===== src/rtl/core/compressed_bitmap_index_decoder_assert.svh =====
// Assertion macros for the compressed bitmap index decoder.
// Used by the top level; needs nothing but a clock and an active-low reset.
`ifndef COMPRESSED_BITMAP_INDEX_DECODER_ASSERT_SVH
`define COMPRESSED_BITMAP_INDEX_DECODER_ASSERT_SVH

// same-cycle implication, disabled while reset is low
`define CBID_ASSERT_IMPLY(label, clk, rst_n, cond, prop, msg) \
  label: assert property (@(posedge clk) disable iff (!rst_n) (cond) |-> (prop)) \
    else $error(msg);

// next-cycle implication, disabled while reset is low
`define CBID_ASSERT_NEXT(label, clk, rst_n, cond, prop, msg) \
  label: assert property (@(posedge clk) disable iff (!rst_n) (cond) |=> (prop)) \
    else $error(msg);

`endif


===== src/rtl/core/cbid_pkg.sv =====
// Shared types and constants of the compressed bitmap index decoder.
// No dependencies; compiled before every other file of the block.
package cbid_pkg;

  // decoder phase codes
  localparam logic [1:0] PH_CTRL = 2'd0;  // expect a control byte
  localparam logic [1:0] PH_CNT  = 2'd1;  // expect the low count byte
  localparam logic [1:0] PH_LIT  = 2'd2;  // inside a literal run

  // mode register codes
  localparam logic [1:0] MODE_LIST = 2'd0;

  // configuration register indexes
  localparam logic CFG_MODE  = 1'b0;
  localparam logic CFG_LIMIT = 1'b1;

  localparam int BYTE_POS_W = 29;
  localparam int REP_W      = 13;
  localparam int RUN_W      = 14;

  localparam logic [7:0] BYTE_ONES = 8'hFF;

  // output queue geometry
  localparam int QDEPTH = 4;
  localparam int QPTR_W = 2;
  localparam int QLVL_W = 3;

  // stream state, apart from the position counter
  typedef struct packed {
    logic [1:0]       phase;
    logic             run_is_lit;
    logic             fill_ones;
    logic [RUN_W-1:0] run_rem;
    logic [31:0]      set_total;
    logic             seen_any;
    logic             limit_hit;
  } st_t;

  // one result word
  typedef struct packed {
    logic [BYTE_POS_W-1:0] byte_pos;
    logic [7:0]            byte_value;
    logic [REP_W-1:0]      repeat_bytes;
    logic [31:0]           bit_total;
    logic                  found;
    logic                  overflow;
    logic                  final_res;
  } res_t;

  // output queue status
  typedef struct packed {
    logic [QLVL_W-1:0] level;
  } qstat_t;

endpackage


===== src/rtl/core/cbid_if.sv =====
// Valid/ready channel interfaces of the compressed bitmap index decoder.
// Depends on cbid_pkg for the result field widths.
interface cbid_in_if;
  logic       valid;
  logic       ready;
  logic [7:0] data_byte;
  logic       last_byte;

  modport source(output valid, data_byte, last_byte, input ready);
  modport sink(input valid, data_byte, last_byte, output ready);
endinterface

interface cbid_out_if
  import cbid_pkg::*;
();
  logic                  valid;
  logic                  ready;
  logic [BYTE_POS_W-1:0] byte_pos;
  logic [7:0]            byte_value;
  logic [REP_W-1:0]      repeat_bytes;
  logic [31:0]           bit_total;
  logic                  found;
  logic                  overflow;
  logic                  final_res;

  modport source(output valid, byte_pos, byte_value, repeat_bytes, bit_total, found,
                 overflow, final_res, input ready);
  modport sink(input valid, byte_pos, byte_value, repeat_bytes, bit_total, found,
               overflow, final_res, output ready);
endinterface


===== src/rtl/core/cbid_decode.sv =====
// Per-word decode step: next stream state and up to two result words.
// Purely combinational; depends on cbid_pkg.
module cbid_decode
  import cbid_pkg::*;
#(
  parameter int POSITION_BITS = 29
) (
  input  st_t                      st,
  input  logic [POSITION_BITS-1:0] pos,
  input  logic [7:0]               data_byte,
  input  logic                     last_byte,
  input  logic [1:0]               mode,
  input  logic [31:0]              limit,
  output st_t                      st_nxt,
  output logic [POSITION_BITS-1:0] pos_nxt,
  output logic                     data_v,
  output res_t                     data_res,
  output logic                     fin_v,
  output res_t                     fin_res
);

  // adder wide enough for the position and any run length
  localparam int SW = (POSITION_BITS > RUN_W) ? POSITION_BITS : RUN_W;

  st_t                      s;
  logic [POSITION_BITS-1:0] p;
  logic [SW-1:0]            pos_sum;
  logic [RUN_W-1:0]         pos_delta;
  logic                     lit_go;
  logic [RUN_W-1:0]         lit_cnt;
  logic                     fill_go;
  logic [REP_W-1:0]         fill_cnt;
  logic                     byte_go;
  logic [RUN_W-1:0]         rem_dec;
  logic                     add_en;
  logic [15:0]              add_k;
  logic [32:0]              sum;
  logic [3:0]               pop;
  logic                     list_mode;
  logic [7:0]               d_val;
  logic [REP_W-1:0]         d_rep;
  logic [BYTE_POS_W-1:0]    d_pos_w;
  logic [BYTE_POS_W-1:0]    f_pos_w;

  assign list_mode = (mode == MODE_LIST);
  assign rem_dec   = st.run_rem - RUN_W'(1);

  // popcount of a literal byte
  always_comb begin
    pop = '0;
    for (int i = 0; i < 8; i++) begin
      pop = pop + {3'b000, data_byte[i]};
    end
  end

  // byte position output is a fixed 29-bit field
  generate
    if (POSITION_BITS >= BYTE_POS_W) begin : g_pos_trunc
      assign d_pos_w = pos[BYTE_POS_W-1:0];
      assign f_pos_w = p[BYTE_POS_W-1:0];
    end else begin : g_pos_ext
      assign d_pos_w = {{(BYTE_POS_W-POSITION_BITS){1'b0}}, pos};
      assign f_pos_w = {{(BYTE_POS_W-POSITION_BITS){1'b0}}, p};
    end
  endgenerate

  // classify the word by phase
  always_comb begin
    lit_go   = 1'b0;
    lit_cnt  = '0;
    fill_go  = 1'b0;
    fill_cnt = '0;
    byte_go  = 1'b0;
    s        = st;
    unique case (st.phase)
      PH_CTRL: begin
        if (data_byte[7]) begin
          s.run_is_lit = 1'b1;
          if (data_byte[6]) begin
            s.run_rem = {8'b0, data_byte[5:0]};
            s.phase   = PH_CNT;
          end else begin
            lit_go  = 1'b1;
            lit_cnt = {8'b0, data_byte[5:0]};
          end
        end else begin
          s.run_is_lit = 1'b0;
          s.fill_ones  = data_byte[6];
          if (data_byte[5]) begin
            s.run_rem = {9'b0, data_byte[4:0]};
            s.phase   = PH_CNT;
          end else begin
            fill_go  = 1'b1;
            fill_cnt = {8'b0, data_byte[4:0]};
          end
        end
      end
      PH_CNT: begin
        if (st.run_is_lit) begin
          lit_go  = 1'b1;
          lit_cnt = {st.run_rem[5:0], data_byte};
        end else begin
          fill_go  = 1'b1;
          fill_cnt = {st.run_rem[4:0], data_byte};
        end
      end
      default: begin
        byte_go = 1'b1;
      end
    endcase
  end

  // apply the run start, fill or literal byte
  always_comb begin
    st_nxt    = s;
    pos_delta = '0;
    add_en    = 1'b0;
    add_k     = '0;
    data_v    = 1'b0;
    d_val     = '0;
    d_rep     = '0;
    if (lit_go) begin
      st_nxt.run_is_lit = 1'b1;
      st_nxt.run_rem    = lit_cnt;
      st_nxt.phase      = (lit_cnt != '0) ? PH_LIT : PH_CTRL;
    end
    if (fill_go) begin
      st_nxt.run_is_lit = 1'b0;
      st_nxt.run_rem    = '0;
      st_nxt.phase      = PH_CTRL;
      pos_delta         = {1'b0, fill_cnt};
      if (s.fill_ones && fill_cnt != '0) begin
        add_en = 1'b1;
        add_k  = {fill_cnt, 3'b000};
        data_v = list_mode;
        d_val  = BYTE_ONES;
        d_rep  = fill_cnt;
      end
    end
    if (byte_go) begin
      pos_delta      = RUN_W'(1);
      add_en         = 1'b1;
      add_k          = {12'b0, pop};
      data_v         = list_mode && (data_byte != '0);
      d_val          = data_byte;
      d_rep          = REP_W'(1);
      st_nxt.run_rem = rem_dec;
      if (rem_dec == '0) begin
        st_nxt.phase = PH_CTRL;
      end
    end
    // saturating set-bit total and sticky flags
    sum = {1'b0, st.set_total} + {17'b0, add_k};
    if (add_en) begin
      if (add_k != '0) begin
        st_nxt.seen_any = 1'b1;
      end
      if (sum > {1'b0, limit}) begin
        st_nxt.limit_hit = 1'b1;
      end
      st_nxt.set_total = sum[32] ? '1 : sum[31:0];
    end
  end

  assign pos_sum = SW'(pos) + SW'(pos_delta);
  assign p       = pos_sum[POSITION_BITS-1:0];

  // result words
  always_comb begin
    data_res.byte_pos     = d_pos_w;
    data_res.byte_value   = d_val;
    data_res.repeat_bytes = d_rep;
    data_res.bit_total    = st_nxt.set_total;
    data_res.found        = st_nxt.seen_any;
    data_res.overflow     = list_mode && st_nxt.limit_hit;
    data_res.final_res    = 1'b0;
    fin_res               = data_res;
    fin_res.byte_pos      = f_pos_w;
    fin_res.byte_value    = '0;
    fin_res.repeat_bytes  = '0;
    fin_res.final_res     = 1'b1;
  end

  assign fin_v = last_byte;

  // the closing word clears the stream; next step is written by the caller
  assign pos_nxt = last_byte ? '0 : p;

endmodule


===== src/rtl/core/cbid_outq.sv =====
// Small result queue: takes up to two words per cycle, gives one per cycle while popped.
// Depends on cbid_pkg for the word type and depth.
module cbid_outq
  import cbid_pkg::*;
(
  input  logic       clk,
  input  logic       rst_n,
  input  logic [1:0] push_n,
  input  res_t       push0,
  input  res_t       push1,
  input  logic       pop,
  output res_t       head,
  output qstat_t     stat
);

  res_t              mem_r [QDEPTH];
  logic [QPTR_W-1:0] wr_r;
  logic [QPTR_W-1:0] wr_nxt;
  logic [QPTR_W-1:0] rd_r;
  logic [QPTR_W-1:0] rd_nxt;
  logic [QLVL_W-1:0] lvl_r;
  logic [QLVL_W-1:0] lvl_nxt;
  logic [QPTR_W-1:0] wr_1;

  assign wr_1    = wr_r + QPTR_W'(1);
  assign wr_nxt  = wr_r + QPTR_W'(push_n);
  assign rd_nxt  = pop ? rd_r + QPTR_W'(1) : rd_r;
  assign lvl_nxt = lvl_r + QLVL_W'(push_n) - QLVL_W'(pop);

  // pointers and fill level
  always_ff @(posedge clk) begin
    if (!rst_n) begin
      wr_r  <= '0;
      rd_r  <= '0;
      lvl_r <= '0;
    end else begin
      wr_r  <= wr_nxt;
      rd_r  <= rd_nxt;
      lvl_r <= lvl_nxt;
    end
  end

  // storage
  always_ff @(posedge clk) begin
    if (push_n != 2'd0) begin
      mem_r[wr_r] <= push0;
    end
    if (push_n == 2'd2) begin
      mem_r[wr_1] <= push1;
    end
  end

  assign head       = mem_r[rd_r];
  assign stat.level = lvl_r;

endmodule


===== src/rtl/core/compressed_bitmap_index_decoder.sv =====
// Top level of the compressed bitmap index decoder.
// Depends on cbid_pkg, cbid_if, cbid_decode, cbid_outq and the assertion header.
//
// Decodes a byte-aligned compressed bitmap, one stream byte per input word.
// in_ch carries data_byte and last_byte; a word moves when valid and ready
// are both high. out_ch carries result words: in list mode one per nonzero
// literal byte and one per nonempty ones-fill run, and in every mode one
// closing word (final_res set) after the byte marked last, which also
// resets the stream state. Configuration (mode, result_limit) is written
// through cfg_we/cfg_index/cfg_wdata; the user must do so only while the
// block is idle; the block does not enforce this. Each input word is
// decoded in the cycle it is taken; its results are registered in a
// four-word output queue that feeds out_ch. Throughput is one input word
// per cycle while out_ch is ready and each word makes at most one result;
// a word that makes two results costs an extra output slot, since the queue
// drains one word per cycle. in_ch.ready is high while the queue has room
// for two words, so a stalled receiver fills the queue and then holds off
// the input; nothing is dropped. Synchronous active-low reset clears the
// stream state, the queue and the registers (mode list, limit all ones).
`include "compressed_bitmap_index_decoder_assert.svh"

module compressed_bitmap_index_decoder
  import cbid_pkg::*;
#(
  parameter int POSITION_BITS = 29
) (
  input  logic               clk,
  input  logic               rst_n,
  input  logic               cfg_we,
  input  logic               cfg_index,
  input  logic [31:0]        cfg_wdata,
  cbid_in_if.sink            in_ch,
  cbid_out_if.source         out_ch
);

  logic [1:0]               mode_r;
  logic [31:0]              limit_r;
  st_t                      st_r;
  st_t                      st_nxt;
  st_t                      st_dec;
  logic [POSITION_BITS-1:0] pos_r;
  logic [POSITION_BITS-1:0] pos_nxt;
  logic                     in_acc;
  logic                     data_v;
  logic                     fin_v;
  res_t                     data_res;
  res_t                     fin_res;
  logic [1:0]               push_n;
  res_t                     push0;
  res_t                     head;
  qstat_t                   q_stat;

  // configuration registers
  always_ff @(posedge clk) begin
    if (!rst_n) begin
      mode_r  <= MODE_LIST;
      limit_r <= '1;
    end else if (cfg_we) begin
      case (cfg_index)
        CFG_MODE:  mode_r  <= cfg_wdata[1:0];
        CFG_LIMIT: limit_r <= cfg_wdata;
        default: ;
      endcase
    end
  end

  assign in_ch.ready = (q_stat.level <= QLVL_W'(QDEPTH - 2));
  assign in_acc      = in_ch.valid && in_ch.ready;

  cbid_decode #(
    .POSITION_BITS(POSITION_BITS)
  ) u_decode (
    .st        (st_r),
    .pos       (pos_r),
    .data_byte (in_ch.data_byte),
    .last_byte (in_ch.last_byte),
    .mode      (mode_r),
    .limit     (limit_r),
    .st_nxt    (st_dec),
    .pos_nxt   (pos_nxt),
    .data_v    (data_v),
    .data_res  (data_res),
    .fin_v     (fin_v),
    .fin_res   (fin_res)
  );

  // closing word returns the stream to its reset state
  assign st_nxt = fin_v ? '0 : st_dec;

  // stream state
  always_ff @(posedge clk) begin
    if (!rst_n) begin
      st_r  <= '0;
      pos_r <= '0;
    end else if (in_acc) begin
      st_r  <= st_nxt;
      pos_r <= pos_nxt;
    end
  end

  // queue the words of this input
  assign push_n = in_acc ? ({1'b0, data_v} + {1'b0, fin_v}) : 2'd0;
  assign push0  = data_v ? data_res : fin_res;

  cbid_outq u_outq (
    .clk    (clk),
    .rst_n  (rst_n),
    .push_n (push_n),
    .push0  (push0),
    .push1  (fin_res),
    .pop    (out_ch.valid && out_ch.ready),
    .head   (head),
    .stat   (q_stat)
  );

  assign out_ch.valid        = (q_stat.level != '0);
  assign out_ch.byte_pos     = head.byte_pos;
  assign out_ch.byte_value   = head.byte_value;
  assign out_ch.repeat_bytes = head.repeat_bytes;
  assign out_ch.bit_total    = head.bit_total;
  assign out_ch.found        = head.found;
  assign out_ch.overflow     = head.overflow;
  assign out_ch.final_res    = head.final_res;

  // checks
  `CBID_ASSERT_IMPLY(a_q_bound, clk, rst_n, 1'b1, q_stat.level <= QLVL_W'(QDEPTH), "queue overrun")
  `CBID_ASSERT_IMPLY(a_lit_rem, clk, rst_n, st_r.phase == PH_LIT, st_r.run_rem != '0, "empty literal run")
  `CBID_ASSERT_NEXT(a_fin_out, clk, rst_n, in_acc && in_ch.last_byte, out_ch.valid, "closing word lost")

endmodule


===== src/flat_wrapper.sv =====
// flat-port wrapper written by rule: the top's interface ports become plain ports
module compressed_bitmap_index_decoder_flat import cbid_pkg::*;
#(
  parameter int POSITION_BITS = 29
)
  (clk, rst_n, cfg_we, cfg_index, cfg_wdata, in_ch_valid, in_ch_data_byte, in_ch_last_byte, in_ch_ready, out_ch_valid, out_ch_byte_pos, out_ch_byte_value, out_ch_repeat_bytes, out_ch_bit_total, out_ch_found, out_ch_overflow, out_ch_final_res, out_ch_ready);
  cbid_in_if in_ch_i ();
  cbid_out_if out_ch_i ();
  input  logic clk;
  input  logic rst_n;
  input  logic cfg_we;
  input  logic cfg_index;
  input  logic [31:0] cfg_wdata;
  input wire logic [$bits(in_ch_i.valid)-1:0] in_ch_valid;
  input wire logic [$bits(in_ch_i.data_byte)-1:0] in_ch_data_byte;
  input wire logic [$bits(in_ch_i.last_byte)-1:0] in_ch_last_byte;
  output wire logic [$bits(in_ch_i.ready)-1:0] in_ch_ready;
  output wire logic [$bits(out_ch_i.valid)-1:0] out_ch_valid;
  output wire logic [$bits(out_ch_i.byte_pos)-1:0] out_ch_byte_pos;
  output wire logic [$bits(out_ch_i.byte_value)-1:0] out_ch_byte_value;
  output wire logic [$bits(out_ch_i.repeat_bytes)-1:0] out_ch_repeat_bytes;
  output wire logic [$bits(out_ch_i.bit_total)-1:0] out_ch_bit_total;
  output wire logic [$bits(out_ch_i.found)-1:0] out_ch_found;
  output wire logic [$bits(out_ch_i.overflow)-1:0] out_ch_overflow;
  output wire logic [$bits(out_ch_i.final_res)-1:0] out_ch_final_res;
  input wire logic [$bits(out_ch_i.ready)-1:0] out_ch_ready;
  assign in_ch_i.valid = in_ch_valid;
  assign in_ch_i.data_byte = in_ch_data_byte;
  assign in_ch_i.last_byte = in_ch_last_byte;
  assign in_ch_ready = in_ch_i.ready;
  assign out_ch_valid = out_ch_i.valid;
  assign out_ch_byte_pos = out_ch_i.byte_pos;
  assign out_ch_byte_value = out_ch_i.byte_value;
  assign out_ch_repeat_bytes = out_ch_i.repeat_bytes;
  assign out_ch_bit_total = out_ch_i.bit_total;
  assign out_ch_found = out_ch_i.found;
  assign out_ch_overflow = out_ch_i.overflow;
  assign out_ch_final_res = out_ch_i.final_res;
  assign out_ch_i.ready = out_ch_ready;
  compressed_bitmap_index_decoder #(.POSITION_BITS(POSITION_BITS)) u_core (.clk(clk), .rst_n(rst_n), .cfg_we(cfg_we), .cfg_index(cfg_index), .cfg_wdata(cfg_wdata), .in_ch(in_ch_i), .out_ch(out_ch_i));
endmodule

===== config.mk =====
export PLATFORM = sky130hd
export DESIGN_NAME = compressed_bitmap_index_decoder_flat
export DESIGN_NICKNAME = d
export VERILOG_FILES = /design/src/rtl/core/cbid_pkg.sv /design/src/rtl/core/cbid_if.sv /design/src/rtl/core/cbid_decode.sv /design/src/rtl/core/cbid_outq.sv /design/src/rtl/core/compressed_bitmap_index_decoder.sv /design/src/flat_wrapper.sv
export VERILOG_INCLUDE_DIRS = /design/src /design/src/rtl/core
export SDC_FILE = /design/constraint.sdc
export NUM_CORES = 1
export LEC_CHECK = 0
export BUFFER_PORTS_ARGS = -buffer_cell sky130_fd_sc_hd__buf_2
export CORE_MARGIN = 8
export CORE_UTILIZATION = 55
export CTS_CLUSTER_DIAMETER = 50
export DETAILED_ROUTE_END_ITERATION = 7
export PLACE_DENSITY = 0.76
export RECOVER_POWER = 25
export SLEW_MARGIN = 20
export SYNTH_ARGS = -nofsm -noshare
export SYNTH_HDL_FRONTEND = slang
export SYNTH_SLANG_ARGS = --single-unit
export TNS_END_PERCENT = 10

===== constraint.sdc =====
create_clock -name clk -period 12.6 [get_ports clk]
set_input_delay 0.63 -clock clk [delete_from_list [all_inputs] [get_ports clk]]
set_output_delay 0.63 -clock clk [all_outputs]
set_load 0.005 [all_outputs]

==> metrics.cfg <==
[critical_path]
crit_path_max_fanout=44
cp-start-kind=flop
crit_family=buffers and inverters
crit_top_cell=buf_4
critPathBufInv=6
slowest_stage=nand2_1
worstPathCellList=clkbuf_1, nor3b_1, nor2_1, o22ai_1, nand2_1, nand2_1, nand2b_1, inv_1, ha_1, o21ai_0, or3_1, buf_4, o21ai_2, buf_4, a21oi_4, inv_2, buf_4, o311ai_0, o31ai_1
crit_path_end_kind=flop
crit_required_ns=13.02
path_class=reg -> reg
cp_slowest_stage_delay_ns=0.98
worst_ep_arrival_time_ns=9.67

[route]
post_drt_via_cell_ratio=6.588
wl_per_cell_um=23.94
drtAntennaViolNets=0
routed_wl_mm=72.51
drt_pass1_iterations=6
num_vias=19960
drt_iter0_markers=2513
drc_errors=0

[grt]
grt_pass1_vias=19770
antenna_found_initial=1
grt_start_max_net_pins=65
grtUsageTotal_pct=27.71
grt_pass1_wl_mm=112.3
grt_overflow=0

[yosys]
synth_cell_types=101
synth_top_cell_by_area=edfxtp_1
synth_top_area_share_pct=30.73
ys_seq_area_share_pct=47.96
ys.flop_type=edfxtp_1
synth_cells=2361
yosys-top-cells-area=edfxtp_1 (31%), dfxtp_1 (17%), mux4_2 (7.8%)
yosys_warnings=0
synth.most_common_cell=edfxtp_1
synth_seq_cells=464
synth_fp_nets=2484
synth_enable_flop_cells=252
synthTopCellsByCount=edfxtp_1 (252), dfxtp_1 (212), nand2_1 (192)
synth_area_sq_um=24630
async_flop_share_pct=0
avgSynthCellArea_sq_um=10.43

[clocking]
cts_root_buffer=clkbuf_16
cts_buffers=53
cts_max_path_buffers=3
cts_setup_buffers=0
h-tree-depth=2
cts_sinks=464
clk_latency_ns=0.61
cts_hold_buf=0
cts_resized=0
cts_tree=done
path_clk_slew_ns=0.06

[power_and_ir_drop]
p_int_uw=2935
leakage_uw=0.009832
power_density_nw_per_um2=152.4
pwr-share-clk_pct=37.5
max-vdd-ir-drop_mv=0.1490
p_sw_uw=1207
finalPower_uw=4142
combinationalPowerShare_pct=19.8
switching_share_pct=29.14
p_seq_share_pct=42.6

[timing]
clock.fmax_ghz=0.1081
timing.final.crit_share_pct=73.39
slew_violations=264
setup_tns_ns=0
final_hold_viol_count=0
period_needed_ns=9.247
rsz0062_at_grt=false
skew_ns=0.02248
slew_headroom_pct=-198.8
holdWs_ns=0.2454
worstMarginPinSlew_ns=4.482
finalSetupViolCount=0

[status]
status=finished with violations
failed_checks=capacitance limit, slew limit

[cells_and_area]
fillerInstances=3567
finalNetCount=2515
utilization_pct=61.45
area_growth_syn_to_layout_pct=10.34
diodes=0
drive_gt1_share_pct=13.66

[floorplanning]
dieArea_sq_um=51800
die_x_um=227.6
start_util_pct=55.69
ioPinCount=134
core_area_sq_um=44220
num_rows=77
die_y_um=227.6

[flow_run]
max_cap_viol_count=6

[placed_design]
port_buffers=133
dp_hpwl_mm=47.30
gp_congestion=0.9265

[min_path]
min_path_type=in -> reg

-- metrics by stage --
stage	cell area (sq um)	setup WS (ns)	std cells
after detailed placement	25540	4.385	2929
after global placement	25540	4.527	2929
after global routing	27170	2.688	3029
final	27170	3.353	3029
after CTS	27290	4.976	3029
after floorplan	24630	4.981	2361
-- metal layers --
layer / share of wire (%) / routed length [um] / GRT usage (%)
met4: 3.3 / 2397 / 10.22
met3: 9.9 / 7146 / 5.423
met5: 0 / 0 / 0
met2: 47 / 34280 / 44.80
met1: 40 / 28690 / 36.80
-- kinds of logic after synthesis --
family                   count (synthesis)  share of synthesized area (%)
AO/OA/AOI/OAI                          648                          18.16
XOR/XNOR                                57                          2.027
adder cells (fa/ha/maj)                 80                          4.263
buffers and inverters                  261                          4.298
flip-flops                             464                          47.96
multiplexers                           100                          8.388
AND/OR/NAND/NOR                        751                          14.90
-- sequential cells by signal (all words and copies together) (netlist names), named ones only --
register / cells
u_core.pos_r: 29
u_core.u_outq.wr_r: 2
u_core.st_r: 52
u_core.u_outq.rd_r: 2
u_core.u_outq.mem_r: 340
u_core.limit_r: 32
u_core.mode_r: 2
u_core.u_outq.stat: 3
-- worst reg2reg max path, delay by kind of cell (launching register included) --
| family | cells | cell delay (ns) |
|---|---|---|
| buf+inv | 6 | 3.88 |
| simple gates | 6 | 3.23 |
| compound gates | 6 | 0.98 |
| fa+ha+maj | 1 | 0.69 |
| flops | 1 | 0.30 |
-- cells in the final DEF (no fill, tap or decap), types with 7 or more instances in the layout --
cell type,instances
edfxtp_1,252
dfxtp_1,211
nand2_1,193
o21ai_0,180
nor2_1,175
a21oi_1,125
nand3_1,116
mux4_2,85
clkbuf_1,78
inv_1,71
ha_1,69
buf_2,69
nor3_1,67
clkbuf_16,55
o211ai_1,44
a22o_1,42
a31oi_1,35
a21o_1,34
xnor2_1,33
and2_1,32
nor2b_1,30
a22oi_1,26
buf_4,26
xor2_1,24
and3_1,23
a311oi_1,18
nor4_1,17
or3_1,16
a211oi_1,15
nand4_1,15
o31ai_1,14
a21boi_0,14
mux2i_1,14
and2_0,11
nand2b_1,9
o22ai_2,8
clkinv_2,8
clkinv_1,8
fa_1,7
-- power groups by stage --
| stage | logic, uW | registers [uW] | clock network [uW] |
|---|---|---|---|
| finish | 822 | 1770 | 1550 |
| global route | 883 | 1780 | 1630 |
| CTS | 827 | 1770 | 1560 |
| detailed placement | 819 | 1800 | 0 |
| global placement | 807 | 1790 | 0 |
| floorplan | 563 | 1740 | 0 |
-- final cells by class --
| cell class | instances | area [sq um] | area share (%) |
|---|---|---|---|
| tap | 592 | 740.7 | 2.726 |
| multi-input combinational | 1636 | 11800 | 43.41 |
| inverter | 75 | 281.5 | 1.036 |
| timing repair buffer | 162 | 792.0 | 2.915 |
| sequential | 464 | 11820 | 43.48 |
| clock inverter | 33 | 317.8 | 1.170 |
| clock buffer | 67 | 1431 | 5.268 |
-- worst paths after layout --
| path | from | end | slack [ns] | depth (start not counted) |
|---|---|---|---|---|
| min reg2reg | u_core.u_outq.mem_r[3][35] | u_core.u_outq.mem_r[3][35] | 0.45 | 2 |
| max | u_core.st_r[51] | u_core.u_outq.mem_r[0][82] | 3.35 | 19 |
| max reg2reg | u_core.st_r[51] | u_core.u_outq.mem_r[0][82] | 3.35 | 19 |
| min | cfg_wdata[24] | u_core.limit_r[24] | 0.25 | 3 |
(Power assumes the default switching activity.)
